**src/sv/nmp_pkg.sv**
```systemverilog
package nmp_pkg;

  localparam int unsigned HDR_LEN = 7;

  typedef enum logic [3:0] {
    PH_SIZE, PH_TYPE, PH_TAG, PH_FIX, PH_SLEN, PH_SBYTE, PH_QT, PH_QV,
    PH_QP, PH_PLEN, PH_PBYTE, PH_WCNT, PH_DONE, PH_HALT
  } phase_e;

  typedef enum logic [2:0] {
    ST_OK, ST_SHORT, ST_BAD_SIZE, ST_BAD_TYPE, ST_TOO_MANY, ST_MISMATCH
  } status_e;

  // body operation kinds (upper three bits of an op byte)
  localparam logic [2:0] K_END = 3'd0;
  localparam logic [2:0] K_FIX = 3'd1;
  localparam logic [2:0] K_STR = 3'd2;
  localparam logic [2:0] K_QID = 3'd3;
  localparam logic [2:0] K_PAY = 3'd4;
  localparam logic [2:0] K_WN  = 3'd5;
  localparam logic [2:0] K_WQ  = 3'd6;

  localparam logic [4:0] F_SIZE = 5'd0;
  localparam logic [4:0] F_TYPE = 5'd1;
  localparam logic [4:0] F_TAG = 5'd2;
  localparam logic [4:0] F_NWNAME = 5'd8;
  localparam logic [4:0] F_COUNT = 5'd12;
  localparam logic [4:0] F_NSTAT = 5'd13;
  localparam logic [4:0] F_NWQID = 5'd14;
  localparam logic [4:0] F_QTYPE = 5'd16;
  localparam logic [4:0] F_QVERS = 5'd17;
  localparam logic [4:0] F_QPATH = 5'd18;
  localparam logic [4:0] F_SLEN = 5'd19;
  localparam logic [4:0] F_SBYTE = 5'd20;
  localparam logic [4:0] F_DBYTE = 5'd21;
  localparam logic [4:0] F_STBYTE = 5'd22;
  localparam logic [4:0] F_VERDICT = 5'd23;

  localparam logic [2:0] SLOT_WNAME = 3'd3;

  typedef struct packed {
    logic [4:0]  field_id;
    logic [63:0] field_value;
    logic [2:0]  string_slot;
    logic [3:0]  element_index;
    logic [7:0]  message_type;
    logic        is_verdict;
    logic [2:0]  status;
    logic [31:0] message_size;
    logic        last_result;
  } res_t;

  function automatic logic type_known(input logic [7:0] t);
    return (t inside {[8'd100:8'd127]}) && (t != 8'd106);
  endfunction

  function automatic logic [7:0] mk(input logic [2:0] k, input logic [4:0] a);
    return {k, a};
  endfunction

  function automatic logic [7:0] body_op(input logic [7:0] t, input logic [2:0] idx);
    logic [7:0] p0, p1, p2, p3;
    p0 = '0; p1 = '0; p2 = '0; p3 = '0;
    case (t)
      8'd100, 8'd101: begin p0 = mk(K_FIX, 5'd3); p1 = mk(K_STR, 5'd0); end
      8'd102: begin p0 = mk(K_FIX, 5'd5); p1 = mk(K_STR, 5'd1); p2 = mk(K_STR, 5'd2); end
      8'd103, 8'd105: p0 = mk(K_QID, 5'd0);
      8'd104: begin
        p0 = mk(K_FIX, 5'd6); p1 = mk(K_FIX, 5'd5);
        p2 = mk(K_STR, 5'd1); p3 = mk(K_STR, 5'd2);
      end
      8'd107: p0 = mk(K_STR, 5'd5);
      8'd108: p0 = mk(K_FIX, 5'd4);
      8'd110: begin p0 = mk(K_FIX, 5'd6); p1 = mk(K_FIX, 5'd7); p2 = mk(K_WN, 5'd0); end
      8'd111: p0 = mk(K_WQ, 5'd0);
      8'd112: begin p0 = mk(K_FIX, 5'd6); p1 = mk(K_FIX, 5'd9); end
      8'd113, 8'd115: begin p0 = mk(K_QID, 5'd0); p1 = mk(K_FIX, 5'd15); end
      8'd114: begin
        p0 = mk(K_FIX, 5'd6); p1 = mk(K_STR, 5'd4);
        p2 = mk(K_FIX, 5'd10); p3 = mk(K_FIX, 5'd9);
      end
      8'd116: begin p0 = mk(K_FIX, 5'd6); p1 = mk(K_FIX, 5'd11); p2 = mk(K_FIX, 5'd12); end
      8'd117: p0 = mk(K_PAY, 5'd0);
      8'd118: begin p0 = mk(K_FIX, 5'd6); p1 = mk(K_FIX, 5'd11); p2 = mk(K_PAY, 5'd0); end
      8'd119: p0 = mk(K_FIX, 5'd12);
      8'd120, 8'd122, 8'd124: p0 = mk(K_FIX, 5'd6);
      8'd125: p0 = mk(K_PAY, 5'd1);
      8'd126: begin p0 = mk(K_FIX, 5'd6); p1 = mk(K_PAY, 5'd1); end
      default: ;
    endcase
    case (idx)
      3'd0: return p0;
      3'd1: return p1;
      3'd2: return p2;
      3'd3: return p3;
      default: return '0;
    endcase
  endfunction

  function automatic logic [3:0] fix_width(input logic [3:0] a);
    case (a)
      4'd1, 4'd9: return 4'd1;
      4'd2, 4'd4, 4'd8, 4'd13, 4'd14: return 4'd2;
      4'd11: return 4'd8;
      default: return 4'd4;
    endcase
  endfunction

  function automatic logic [3:0] phase_width(input phase_e ph, input logic [7:0] op);
    case (ph)
      PH_SIZE: return 4'd4;
      PH_TAG, PH_SLEN, PH_WCNT: return 4'd2;
      PH_FIX: return fix_width(op[3:0]);
      PH_QV: return 4'd4;
      PH_QP: return 4'd8;
      PH_PLEN: return op[0] ? 4'd2 : 4'd4;
      default: return 4'd1;
    endcase
  endfunction

endpackage

```
**src/sv/nmp_in_if.sv**
```systemverilog
interface nmp_in_if;
  logic       valid;
  logic       ready;
  logic [7:0] data_byte;
  logic       last_byte;
  modport source (output valid, data_byte, last_byte, input ready);
  modport sink (input valid, data_byte, last_byte, output ready);
endinterface

```
**src/sv/nmp_out_if.sv**
```systemverilog
interface nmp_out_if;
  logic        valid;
  logic        ready;
  logic [4:0]  field_id;
  logic [63:0] field_value;
  logic [2:0]  string_slot;
  logic [3:0]  element_index;
  logic [7:0]  message_type;
  logic        is_verdict;
  logic [2:0]  status;
  logic [31:0] message_size;
  logic        last_result;
  modport source (output valid, field_id, field_value, string_slot, element_index,
                  message_type, is_verdict, status, message_size, last_result,
                  input ready);
  modport sink (input valid, field_id, field_value, string_slot, element_index,
                message_type, is_verdict, status, message_size, last_result,
                output ready);
endinterface

```
**src/sv/nmp_res_fifo.sv**
```systemverilog
module nmp_res_fifo import nmp_pkg::*; (
  input  logic clk_i,
  input  logic rst_ni,
  input  logic push0_i,
  input  res_t data0_i,
  input  logic push1_i,
  input  res_t data1_i,
  output logic room_o,
  output logic valid_o,
  output res_t data_o,
  input  logic pop_i
);
  res_t       mem_q [4];
  logic [1:0] wr_q, rd_q;
  logic [2:0] cnt_q;
  logic [1:0] wr1;
  logic [2:0] npush;

  assign valid_o = cnt_q != 3'd0;
  assign data_o  = mem_q[rd_q];
  assign room_o  = cnt_q <= 3'd2;
  assign wr1     = push0_i ? wr_q + 2'd1 : wr_q;
  assign npush   = {2'b00, push0_i} + {2'b00, push1_i};

  always_ff @(posedge clk_i) begin
    if (push0_i) mem_q[wr_q] <= data0_i;
    if (push1_i) mem_q[wr1] <= data1_i;
  end

  always_ff @(posedge clk_i or negedge rst_ni) begin
    if (!rst_ni) begin
      wr_q <= '0; rd_q <= '0; cnt_q <= '0;
    end else begin
      wr_q  <= wr_q + npush[1:0];
      if (pop_i && valid_o) rd_q <= rd_q + 2'd1;
      cnt_q <= cnt_q + npush - {2'b00, pop_i && valid_o};
    end
  end
endmodule

```
**src/sv/ninep_message_parser.sv**
```systemverilog
// 9P2000 message parser, one byte per transaction.
// Each accepted byte's results are written into the result queue, whose head is the output.
// Throughput: one byte per cycle while the queue has room; the input stalls while three
// or more results are queued, and a byte with both a field and a verdict gives two results.
// Reset: asynchronous, active low; clears parse state and the result queue.
module ninep_message_parser import nmp_pkg::*; #(
  parameter int unsigned MAX_WALK_ELEMENTS = 16,
  parameter int unsigned POSITION_BITS = 32
) (
  input logic clk_i,
  input logic rst_ni,
  nmp_in_if.sink    in_i,
  nmp_out_if.source out_o
);
  phase_e                   phase_q, phase_d;
  logic [3:0]               bif_q, bif_d;
  logic [63:0]              acc_q, acc_d;
  logic [31:0]              dsize_q, dsize_d;
  logic [POSITION_BITS-1:0] pos_q, pos_d;
  logic [31:0]              rem_q, rem_d;
  logic [4:0]               etot_q, etot_d, ecnt_q, ecnt_d;
  logic [7:0]               type_q, type_d;
  status_e                  err_q, err_d;
  logic [2:0]               opi_q, opi_d;

  logic fire, room;
  logic push0, push1;
  res_t r0, r1, head;

  assign fire = in_i.valid && in_i.ready;
  assign in_i.ready = room;

  always_comb begin
    logic [7:0]  op, op2, b;
    logic [2:0]  kind;
    logic [63:0] acc_new, v;
    logic [3:0]  bif_new;
    logic        emit, do_start, done_item, done_field;
    logic [3:0]  elem;
    logic [31:0] pos32;
    status_e     st;

    phase_d = phase_q; bif_d = bif_q; acc_d = acc_q; dsize_d = dsize_q;
    pos_d = pos_q; rem_d = rem_q; etot_d = etot_q; ecnt_d = ecnt_q;
    type_d = type_q; err_d = err_q; opi_d = opi_q;
    r0 = '0; r1 = '0; emit = 1'b0; do_start = 1'b0; done_item = 1'b0;
    done_field = 1'b0; push0 = 1'b0; push1 = 1'b0; st = ST_OK; v = '0;
    b = in_i.data_byte;
    op = body_op(type_q, opi_q);
    kind = op[7:5];
    elem = (kind == K_WN || kind == K_WQ) ? ecnt_q[3:0] : 4'd0;
    acc_new = acc_q | ({56'd0, b} << {bif_q[2:0], 3'b000});
    bif_new = bif_q + 4'd1;
    op2 = '0;
    pos32 = '0;

    if (fire) begin
      if (pos_q != '1) pos_d = pos_q + 1'b1;
      if (phase_q == PH_SBYTE || phase_q == PH_PBYTE) begin
        emit = 1'b1;
        r0.field_value = {56'd0, b};
        if (phase_q == PH_SBYTE) begin
          r0.field_id = F_SBYTE;
          r0.string_slot = (kind == K_WN) ? SLOT_WNAME : op[2:0];
          r0.element_index = elem;
        end else begin
          r0.field_id = op[0] ? F_STBYTE : F_DBYTE;
        end
        rem_d = rem_q - 32'd1;
        if (rem_d == 32'd0) begin
          if (phase_q == PH_SBYTE) done_item = 1'b1;
          else begin opi_d = opi_q + 3'd1; do_start = 1'b1; end
        end
      end else if (phase_q < PH_DONE) begin
        if (bif_new >= phase_width(phase_q, op)) begin
          done_field = 1'b1; v = acc_new; acc_d = '0; bif_d = '0;
        end else begin
          acc_d = acc_new; bif_d = bif_new;
        end
      end

      if (done_field) begin
        emit = 1'b1;
        r0.field_value = v;
        case (phase_q)
          PH_SIZE: begin
            r0.field_id = F_SIZE;
            dsize_d = v[31:0];
            if (v[31:0] < 32'(HDR_LEN)) begin err_d = ST_BAD_SIZE; phase_d = PH_HALT; end
            else phase_d = PH_TYPE;
          end
          PH_TYPE: begin
            r0.field_id = F_TYPE;
            type_d = v[7:0];
            if (!type_known(v[7:0])) begin err_d = ST_BAD_TYPE; phase_d = PH_HALT; end
            else phase_d = PH_TAG;
          end
          PH_TAG: begin
            r0.field_id = F_TAG; opi_d = 3'd0; do_start = 1'b1;
          end
          PH_FIX: begin
            r0.field_id = op[4:0]; opi_d = opi_q + 3'd1; do_start = 1'b1;
          end
          PH_SLEN: begin
            r0.field_id = F_SLEN;
            r0.string_slot = (kind == K_WN) ? SLOT_WNAME : op[2:0];
            r0.element_index = elem;
            rem_d = v[31:0];
            if (v[31:0] == 32'd0) done_item = 1'b1;
            else phase_d = PH_SBYTE;
          end
          PH_QT: begin r0.field_id = F_QTYPE; r0.element_index = elem; phase_d = PH_QV; end
          PH_QV: begin r0.field_id = F_QVERS; r0.element_index = elem; phase_d = PH_QP; end
          PH_QP: begin r0.field_id = F_QPATH; r0.element_index = elem; done_item = 1'b1; end
          PH_PLEN: begin
            r0.field_id = op[0] ? F_NSTAT : F_COUNT;
            rem_d = v[31:0];
            if (v[31:0] == 32'd0) begin opi_d = opi_q + 3'd1; do_start = 1'b1; end
            else phase_d = PH_PBYTE;
          end
          PH_WCNT: begin
            r0.field_id = (kind == K_WN) ? F_NWNAME : F_NWQID;
            if (v > 64'(MAX_WALK_ELEMENTS)) begin
              err_d = ST_TOO_MANY; phase_d = PH_HALT;
            end else begin
              etot_d = v[4:0]; ecnt_d = '0;
              if (v[4:0] == 5'd0) begin opi_d = opi_q + 3'd1; do_start = 1'b1; end
              else phase_d = (kind == K_WN) ? PH_SLEN : PH_QT;
            end
          end
          default: ;
        endcase
      end

      if (done_item) begin
        if (kind == K_WN || kind == K_WQ) begin
          ecnt_d = ecnt_q + 5'd1;
          if (ecnt_d < etot_q) phase_d = (kind == K_WN) ? PH_SLEN : PH_QT;
          else begin opi_d = opi_q + 3'd1; do_start = 1'b1; end
        end else begin
          opi_d = opi_q + 3'd1; do_start = 1'b1;
        end
      end

      pos32 = 32'(pos_d);
      if (do_start) begin
        op2 = body_op(type_d, opi_d);
        case (op2[7:5])
          K_FIX: phase_d = PH_FIX;
          K_STR: phase_d = PH_SLEN;
          K_QID: phase_d = PH_QT;
          K_PAY: phase_d = PH_PLEN;
          K_WN, K_WQ: phase_d = PH_WCNT;
          default: begin
            phase_d = PH_DONE;
            if (pos32 != dsize_d) err_d = ST_MISMATCH;
          end
        endcase
      end

      r0.message_type = type_d;
      r0.last_result = !in_i.last_byte;
      push0 = emit;

      if (in_i.last_byte) begin
        if (pos32 < 32'(HDR_LEN)) st = ST_SHORT;
        else if (dsize_d < 32'(HDR_LEN) || dsize_d > pos32) st = ST_BAD_SIZE;
        else if (err_d != ST_OK) st = err_d;
        else if (phase_d != PH_DONE) st = ST_SHORT;
        else st = ST_OK;
        r1.field_id = F_VERDICT;
        r1.message_type = type_d;
        r1.is_verdict = 1'b1;
        r1.status = st;
        r1.message_size = (st == ST_OK) ? dsize_d : 32'd0;
        r1.last_result = 1'b1;
        if (emit) push1 = 1'b1;
        else begin r0 = r1; push0 = 1'b1; end
        phase_d = PH_SIZE; bif_d = '0; acc_d = '0; dsize_d = '0; pos_d = '0;
        rem_d = '0; etot_d = '0; ecnt_d = '0; type_d = '0; err_d = ST_OK;
        opi_d = '0;
      end
    end
  end

  always_ff @(posedge clk_i or negedge rst_ni) begin
    if (!rst_ni) begin
      phase_q <= PH_SIZE; bif_q <= '0; acc_q <= '0; dsize_q <= '0; pos_q <= '0;
      rem_q <= '0; etot_q <= '0; ecnt_q <= '0; type_q <= '0; err_q <= ST_OK;
      opi_q <= '0;
    end else begin
      phase_q <= phase_d; bif_q <= bif_d; acc_q <= acc_d; dsize_q <= dsize_d;
      pos_q <= pos_d; rem_q <= rem_d; etot_q <= etot_d; ecnt_q <= ecnt_d;
      type_q <= type_d; err_q <= err_d; opi_q <= opi_d;
    end
  end

  nmp_res_fifo u_fifo (
    .clk_i, .rst_ni,
    .push0_i(push0), .data0_i(r0),
    .push1_i(push1), .data1_i(r1),
    .room_o(room),
    .valid_o(out_o.valid), .data_o(head),
    .pop_i(out_o.ready)
  );

  assign out_o.field_id      = head.field_id;
  assign out_o.field_value   = head.field_value;
  assign out_o.string_slot   = head.string_slot;
  assign out_o.element_index = head.element_index;
  assign out_o.message_type  = head.message_type;
  assign out_o.is_verdict    = head.is_verdict;
  assign out_o.status        = head.status;
  assign out_o.message_size  = head.message_size;
  assign out_o.last_result   = head.last_result;
endmodule

```
**src/flat_wrapper.sv**
```systemverilog
// flat-port wrapper written by rule: the top's interface ports become plain ports
module ninep_message_parser_flat import nmp_pkg::*;
#(
  parameter int unsigned MAX_WALK_ELEMENTS = 16,
  parameter int unsigned POSITION_BITS = 32
)
  (clk_i, rst_ni, in_i_valid, in_i_data_byte, in_i_last_byte, in_i_ready, out_o_valid, out_o_field_id, out_o_field_value, out_o_string_slot, out_o_element_index, out_o_message_type, out_o_is_verdict, out_o_status, out_o_message_size, out_o_last_result, out_o_ready);
  nmp_in_if in_i_i ();
  nmp_out_if out_o_i ();
  input logic clk_i;
  input logic rst_ni;
  input wire logic [$bits(in_i_i.valid)-1:0] in_i_valid;
  input wire logic [$bits(in_i_i.data_byte)-1:0] in_i_data_byte;
  input wire logic [$bits(in_i_i.last_byte)-1:0] in_i_last_byte;
  output wire logic [$bits(in_i_i.ready)-1:0] in_i_ready;
  output wire logic [$bits(out_o_i.valid)-1:0] out_o_valid;
  output wire logic [$bits(out_o_i.field_id)-1:0] out_o_field_id;
  output wire logic [$bits(out_o_i.field_value)-1:0] out_o_field_value;
  output wire logic [$bits(out_o_i.string_slot)-1:0] out_o_string_slot;
  output wire logic [$bits(out_o_i.element_index)-1:0] out_o_element_index;
  output wire logic [$bits(out_o_i.message_type)-1:0] out_o_message_type;
  output wire logic [$bits(out_o_i.is_verdict)-1:0] out_o_is_verdict;
  output wire logic [$bits(out_o_i.status)-1:0] out_o_status;
  output wire logic [$bits(out_o_i.message_size)-1:0] out_o_message_size;
  output wire logic [$bits(out_o_i.last_result)-1:0] out_o_last_result;
  input wire logic [$bits(out_o_i.ready)-1:0] out_o_ready;
  assign in_i_i.valid = in_i_valid;
  assign in_i_i.data_byte = in_i_data_byte;
  assign in_i_i.last_byte = in_i_last_byte;
  assign in_i_ready = in_i_i.ready;
  assign out_o_valid = out_o_i.valid;
  assign out_o_field_id = out_o_i.field_id;
  assign out_o_field_value = out_o_i.field_value;
  assign out_o_string_slot = out_o_i.string_slot;
  assign out_o_element_index = out_o_i.element_index;
  assign out_o_message_type = out_o_i.message_type;
  assign out_o_is_verdict = out_o_i.is_verdict;
  assign out_o_status = out_o_i.status;
  assign out_o_message_size = out_o_i.message_size;
  assign out_o_last_result = out_o_i.last_result;
  assign out_o_i.ready = out_o_ready;
  ninep_message_parser #(.MAX_WALK_ELEMENTS(MAX_WALK_ELEMENTS), .POSITION_BITS(POSITION_BITS)) u_core (.clk_i(clk_i), .rst_ni(rst_ni), .in_i(in_i_i), .out_o(out_o_i));
endmodule
```
**config.mk**
```make
export PLATFORM = sky130hd
export DESIGN_NAME = ninep_message_parser_flat
export DESIGN_NICKNAME = d
export VERILOG_FILES = /design/src/sv/nmp_pkg.sv /design/src/sv/nmp_in_if.sv /design/src/sv/nmp_out_if.sv /design/src/sv/nmp_res_fifo.sv /design/src/sv/ninep_message_parser.sv /design/src/flat_wrapper.sv
export SDC_FILE = /design/constraint.sdc
export NUM_CORES = 2
export LEC_CHECK = 0
export ABC_AREA = 1
export BUFFER_PORTS_ARGS = -buffer_cell sky130_fd_sc_hd__buf_2
export CAP_MARGIN = 20
export CORE_ASPECT_RATIO = 0.5
export CORE_MARGIN = 4
export CORE_UTILIZATION = 30
export CTS_BUF_LIST = sky130_fd_sc_hd__clkbuf_4
export CTS_CLUSTER_DIAMETER = 200
export DETAILED_ROUTE_END_ITERATION = 10
export MAX_ROUTING_LAYER = met4
export SLEW_MARGIN = 5
export SYNTH_ARGS = -nofsm -noshare
export SYNTH_HDL_FRONTEND = slang
export SYNTH_HIERARCHICAL = 1
export SYNTH_SLANG_ARGS = --single-unit
```
**constraint.sdc**
```tcl
create_clock -name clk_i -period 7.3 [get_ports clk_i]
set_input_delay 1.825 -clock clk_i [delete_from_list [all_inputs] [get_ports clk_i]]
set_output_delay 1.825 -clock clk_i [all_outputs]
set_load 0.005 [all_outputs]
```
* Word-level counts from Yosys, hierarchy flattened
Memory sizes are Yosys's and may differ from the RTL's. Cells that the tools add are included. W data, S select, Z words.
Storage, ports and cells: flip-flop bits (word level) 199, RAM bits 484, ROM bits 64, input bits 13, logic and storage cells 311, memories kept 2
Memory list:
- u_core.u_fifo.mem_q | depth 4, bits a word 121, read ports 1, clocked after memory_dff 0, wr ports 2, line nmp_res_fifo.sv:13 | res_t mem_q [4];
- (no name shown) | depth 16, bits a word 4, read ports 1, clocked after memory_dff 0, wr ports 0, line nmp_pkg.sv:101 | case (a)
Operators by class: $add $sub $neg 11, order comparisons 11, equality and inequality tests 77, shift operators 1, mux-type cells 155, bitwise operators 1, reduce and logical (&&, ||, !) cells 39
Operator list (number):
- $mux W64 | 8
- $mux W32 | 12
- $eq A8 B7 Y1 const B | 46
- $mux W121 | 3
- $pmux W8 S10 | 2
- $mux W76 | 2
- $pmux W8 S9 | 2
- $lt A32 B3 Y1 const B | 3
- $pmux W8 S6 | 2
- $mux W3 | 30
- $mux W45 | 2
- $mux W4 | 22
- $mux W5 | 13
- $gt A64 B5 Y1 const B | 1
- $logic_not A32 Y1 | 2
- $or A64 B64 Y64 | 1
- $pmux W8 S4 | 2
- $shl A8 B6 Y64 | 1
- $pmux W5 S10 | 1
- $mux W8 | 6
- $pmux W4 S5 | 2
- $mux W1 | 35
- $add A32 B1 Y32 const B | 1
- $gt A32 B32 Y1 | 1
- 50 further kinds | 95

* Depth between registers and ports, before layout
depth in word-level cells 44, depth in mapped cells 55, gate-level depth less buffers 54

* Cells and area by module
Netlist, hierarchy kept.
By module, submodules not included:
- nmp_res_fifo | instances 1, cells each 2849, area an instance 25194.2 um2
- ninep_message_parser | instances 1, cells each 2489, area an instance 16065.4 um2

* Worst setup path before layout
Ideal clock, no wire load.
path kind register -> register, start register u_core.type_q[6], end memory u_core/u_fifo/mem_q[1][0] in the netlist's numbering (enable), setup time 484 ps, arrival 7516 ps, data required time 6816 ps, setup slack -700 ps, cell stages (with the launch flop) 37, cells stage by stage dfrtp_1 inv_1 nor2_1 nand3_1 inv_1 nand3_1 nand2_1 nor2_1 o2111ai_1 a22o_1 nor2_1 inv_1 ha_1 nor2_1 o21ai_0 a221oi_1 ha_1 nand2_1 inv_1 nand2_1 nand3_1 nand2_4 inv_2 buf_6 buf_6 nor2_1 inv_1 o21ai_0 inv_1 buf_4 inv_2 nand2_1 nand2_2 nand3_2 buf_2 buf_2 nand2_1
RTL lines:
- start: declaration | line ninep_message_parser.sv:22 | logic [7:0] type_q, type_d;
- start signal: assignment | line ninep_message_parser.sv:194 | type_q <= type_d; err_q <= err_d; opi_q <= opi_d;
- end: declaration | line nmp_res_fifo.sv:13

==> summary.md <==
| Metric | Value |
|---|---|
| Synthesized cell area | `0.0413 mm2` |
| Clk pwr share | `16.8%` |
| CP arrival | `7.77 ns` |
| Area Overhead vs Synth | `16.0%` |
| IO buf count | `135` |
| Unique cell type count in the Yosys netlist | `65` |
| Int Pwr | `10.2 mW` |
| FFs w/ async S/R, synth | `29.1%` |
| Vias in the first global route | `37131` |
| Routed vias/inst | `5.18` |
| Seq pwr share | `25.7%` |
| Final setup viols | `0` |
| Worst endpoint required time | `8.18 ns` |
| Wirelength, routed | `154000 um` |
| Commonest non-fill, non-tap cell in the layout | `nand2_1` |
| Vias | `39884` |
| Maximum vdd drop | `0.000421 V` |
| EDFF count, synth | `484` |
| Dpl cell area | `0.0452 mm2` |
| Initial Util | `30.5%` |
| Clock Skew | `0.0853 ns` |
| Most frequent cells in the layout | `nand2_1, nor2_1, edfxtp_1` |
| Skew-Pair Late Insertion Delay | `1.17 ns` |
| GRT Util Overall | `21.4%` |
| CP Class | `flop to flop` |
| Avg Inst Size Synth | `7.73 um2` |
| Core area | `0.135 mm2` |
| Layout Utilization | `35.3%` |
| Initial antenna violation count | `13` |
| Most Frequent Cell on Critical Path | `nand2_1` |
| Rel. slew slack | `15.9%` |
| Final setup slack of the worst path | `0.417 ns` |
| Die extent in x | `532 um` |
| Net Sw Power | `11.0 mW` |
| Worst-path clk slew | `0.09 ns` |
| Register area share after synthesis | `47.3%` |
| Clk buf depth | `3` |
| Fin crit share | `94.3%` |
| Switch share | `51.7%` |
| CTS tree | `done` |
| DR iter-0 viols | `4662` |
| Total Nets Final | `5827` |
| Detail Route Antenna Nets | `0` |
| Residual DRC | `0` |
| Fillers | `14131` |
| Share of cells above drive strength 1 | `12.5%` |
| Power, Total | `21.2 mW` |
| Fmax | `145 MHz` |
| Maximum capacitance violations | `0` |
| WL per Instance | `20.0 um` |
| Final hold slack | `0.489 ns` |
| Pre-antenna DRT Iters | `8` |
| Lkg Pwr | `20.9 nW` |
| Crit-path max cell delay | `0.37 ns` |
| Main flop type after synthesis | `edfxtp_1` |
| Synth warnings | `6` |
| Design area | `0.0479 mm2` |
| Io pins | `136` |
| First-pass GRT wire length | `232000 um` |
| Critical Path Fanout Max | `44` |
| Crit-path slowest cell | `dfrtp_1` |
| H-tree depth | `4` |
| Status | `complete, no violations` |
| Worst Tran Pin Value | `1.25 ns` |
| Die footprint | `0.144 mm2` |
| Power Density | `443 mW/mm2` |
| GP Congestion | `0.993` |
| Worst setup EP type | `flop` |
| Die Y | `270 um` |
| Clk sinks | `683` |
| # rows | `95` |
| Startpoint types | `flop` |
| Cts hold-fix bufs | `0` |
| Root buffer cell | `clkbuf_4` |
| Hold crit path type | `flop to flop` |
| Post-Place Worst Slack | `0.121 ns` |
| Gate count of the mapped netlist | `5338` |
| Largest net degree at the start of global routing | `164` |
| Register bit count reported by yosys | `683` |
| Logic gate share of total power | `57.6%` |
| Final hold vios | `0` |
| Post-DP HPWL | `93700 um` |
| Grt total ovfl | `0` |
| Tmin final | `6.88 ns` |
| Final Max Tran Viols | `0` |
| TritonCTS Buffers | `183` |
registers in the layout, summed over array words and instances, names as in the netlist:
register,cells
u_core/phase_q,4
u_core/dsize_q,32
u_core/etot_q,5
u_core/type_q,8
u_core/u_fifo/mem_q,484
u_core/pos_q,32
u_core/u_fifo/rd_q,2
u_core/u_fifo/cnt_q,3
u_core/bif_q,4
u_core/opi_q,3
u_core/err_q,3
u_core/u_fifo/wr_q,2
u_core/rem_q,32
u_core/ecnt_q,5
u_core/acc_q,64
synth_stat cells (19+ instances only):
library cell  number  share of area, %
inv_2             20              0.18
buf_1             19              0.17
dfrtp_1          199                12
buf_4             33              0.60
o21ai_0          460               5.6
nor2_1           593               5.4
nand2_1         1698                15
edfxtp_1         484                35
nand3_1          146               1.8
inv_1            357               3.2
a21oi_1           74              0.90
o21ai_1           26              0.32
buf_2            133               1.6
nor3_1            40              0.49
xor2_1            48               1.0
ha_1              64               1.9
nand4_1          399               6.0
o22ai_1          207               3.1
clkbuf_1         169               1.5
worst paths after layout:
kind	from	endpoint	slack, ns	cells after the start
max	u_core/type_q[6]$_DFFE_PN0P_	u_core/u_fifo/mem_q[3][12]$_DFFE_PP_	0.42	44
min	u_core/dsize_q[1]$_DFFE_PN0P_	u_core/dsize_q[1]$_DFFE_PN0P_	0.49	2
max in group asynchronous	rst_ni	u_core/acc_q[53]$_DFFE_PN0P_	5.25	2
min reg2reg	u_core/dsize_q[1]$_DFFE_PN0P_	u_core/dsize_q[1]$_DFFE_PN0P_	0.49	2
max reg2reg	u_core/type_q[6]$_DFFE_PN0P_	u_core/u_fifo/mem_q[3][12]$_DFFE_PP_	0.42	44
min in group asynchronous	rst_ni	u_core/rem_q[19]$_DFFE_PN0P_	0.74	1
metal layers:
| metal | share of wire [%] | up-vias | global-route usage, % | routed length [um] |
|---|---|---|---|---|
| met4 | 3.4 | 0 | 8.66 | 5220 |
| met3 | 9.2 | 295 | 4.03 | 14200 |
| li1 | - | 18859 | - | - |
| met1 | 43 | 18826 | 28.4 | 66500 |
| met2 | 44 | 1904 | 32.1 | 68500 |
| met5 | 0 | - | - | 0 |
power by group through the flow:
| stage | Clock, mW | Sequential, mW | Combinational, mW |
|---|---|---|---|
| 2_1_floorplan | 0 | 5.35 | 7.27 |
| 4_1_cts | 3.65 | 5.44 | 11.9 |
| 6_report | 3.56 | 5.45 | 12.2 |
| 5_1_grt | 3.85 | 5.51 | 13.2 |
| 3_3_place_gp | 0 | 5.51 | 11.9 |
| 3_5_place_dp | 0 | 5.51 | 11.8 |
cell families after synthesis:
family	share of synthesized area (%)
DFF	47.3
other	0.00909
AOI/OAI and AO/OA	11.4
adders and majority gates	1.99
xor gates and xnor gates	1.15
buffers and inverters	7.56
and+or+nand+nor	30.6
worst max-delay path: cells and delay by family (launching register included):
kind                     cells  cell delay (ns)
adder cells (fa/ha/maj)      3             0.75
flip-flops                   1             0.37
buffers and inverters       10             1.14
AO/OA/AOI/OAI               12             2.34
AND/OR/NAND/NOR             19             2.03
repair_timing:
item | in CTS | in global routing
buffers inserted | 0 | 6
setup endpoints to repair | 0 | 140
gates resized for setup | 0 | 65
metrics by stage:
| stage | TNS (ns) | std cells |
|---|---|---|
| finish | 0 | 7703 |
| global route | -0.00893 | 7703 |
| CTS | 0 | 7683 |
| detailed placement | 0 | 7351 |
| global placement | 0 | 7350 |
| floorplan | 0 | 5625 |
area by class of cell:
| cell class | count | area (um2) | area share (%) |
|---|---|---|---|
| inverters | 379 | 1430 | 2.99 |
| clock buffers | 277 | 2080 | 4.35 |
| clock inverters | 55 | 309 | 0.646 |
| repair buffers | 301 | 2210 | 4.62 |
| diodes | 13 | 32.5 | 0.0680 |
| flip-flops and latches | 683 | 19500 | 40.8 |
| well taps | 1794 | 2240 | 4.69 |
| multi-input cells | 4201 | 20000 | 41.8 |
Power figures use the tool's default switching activity.
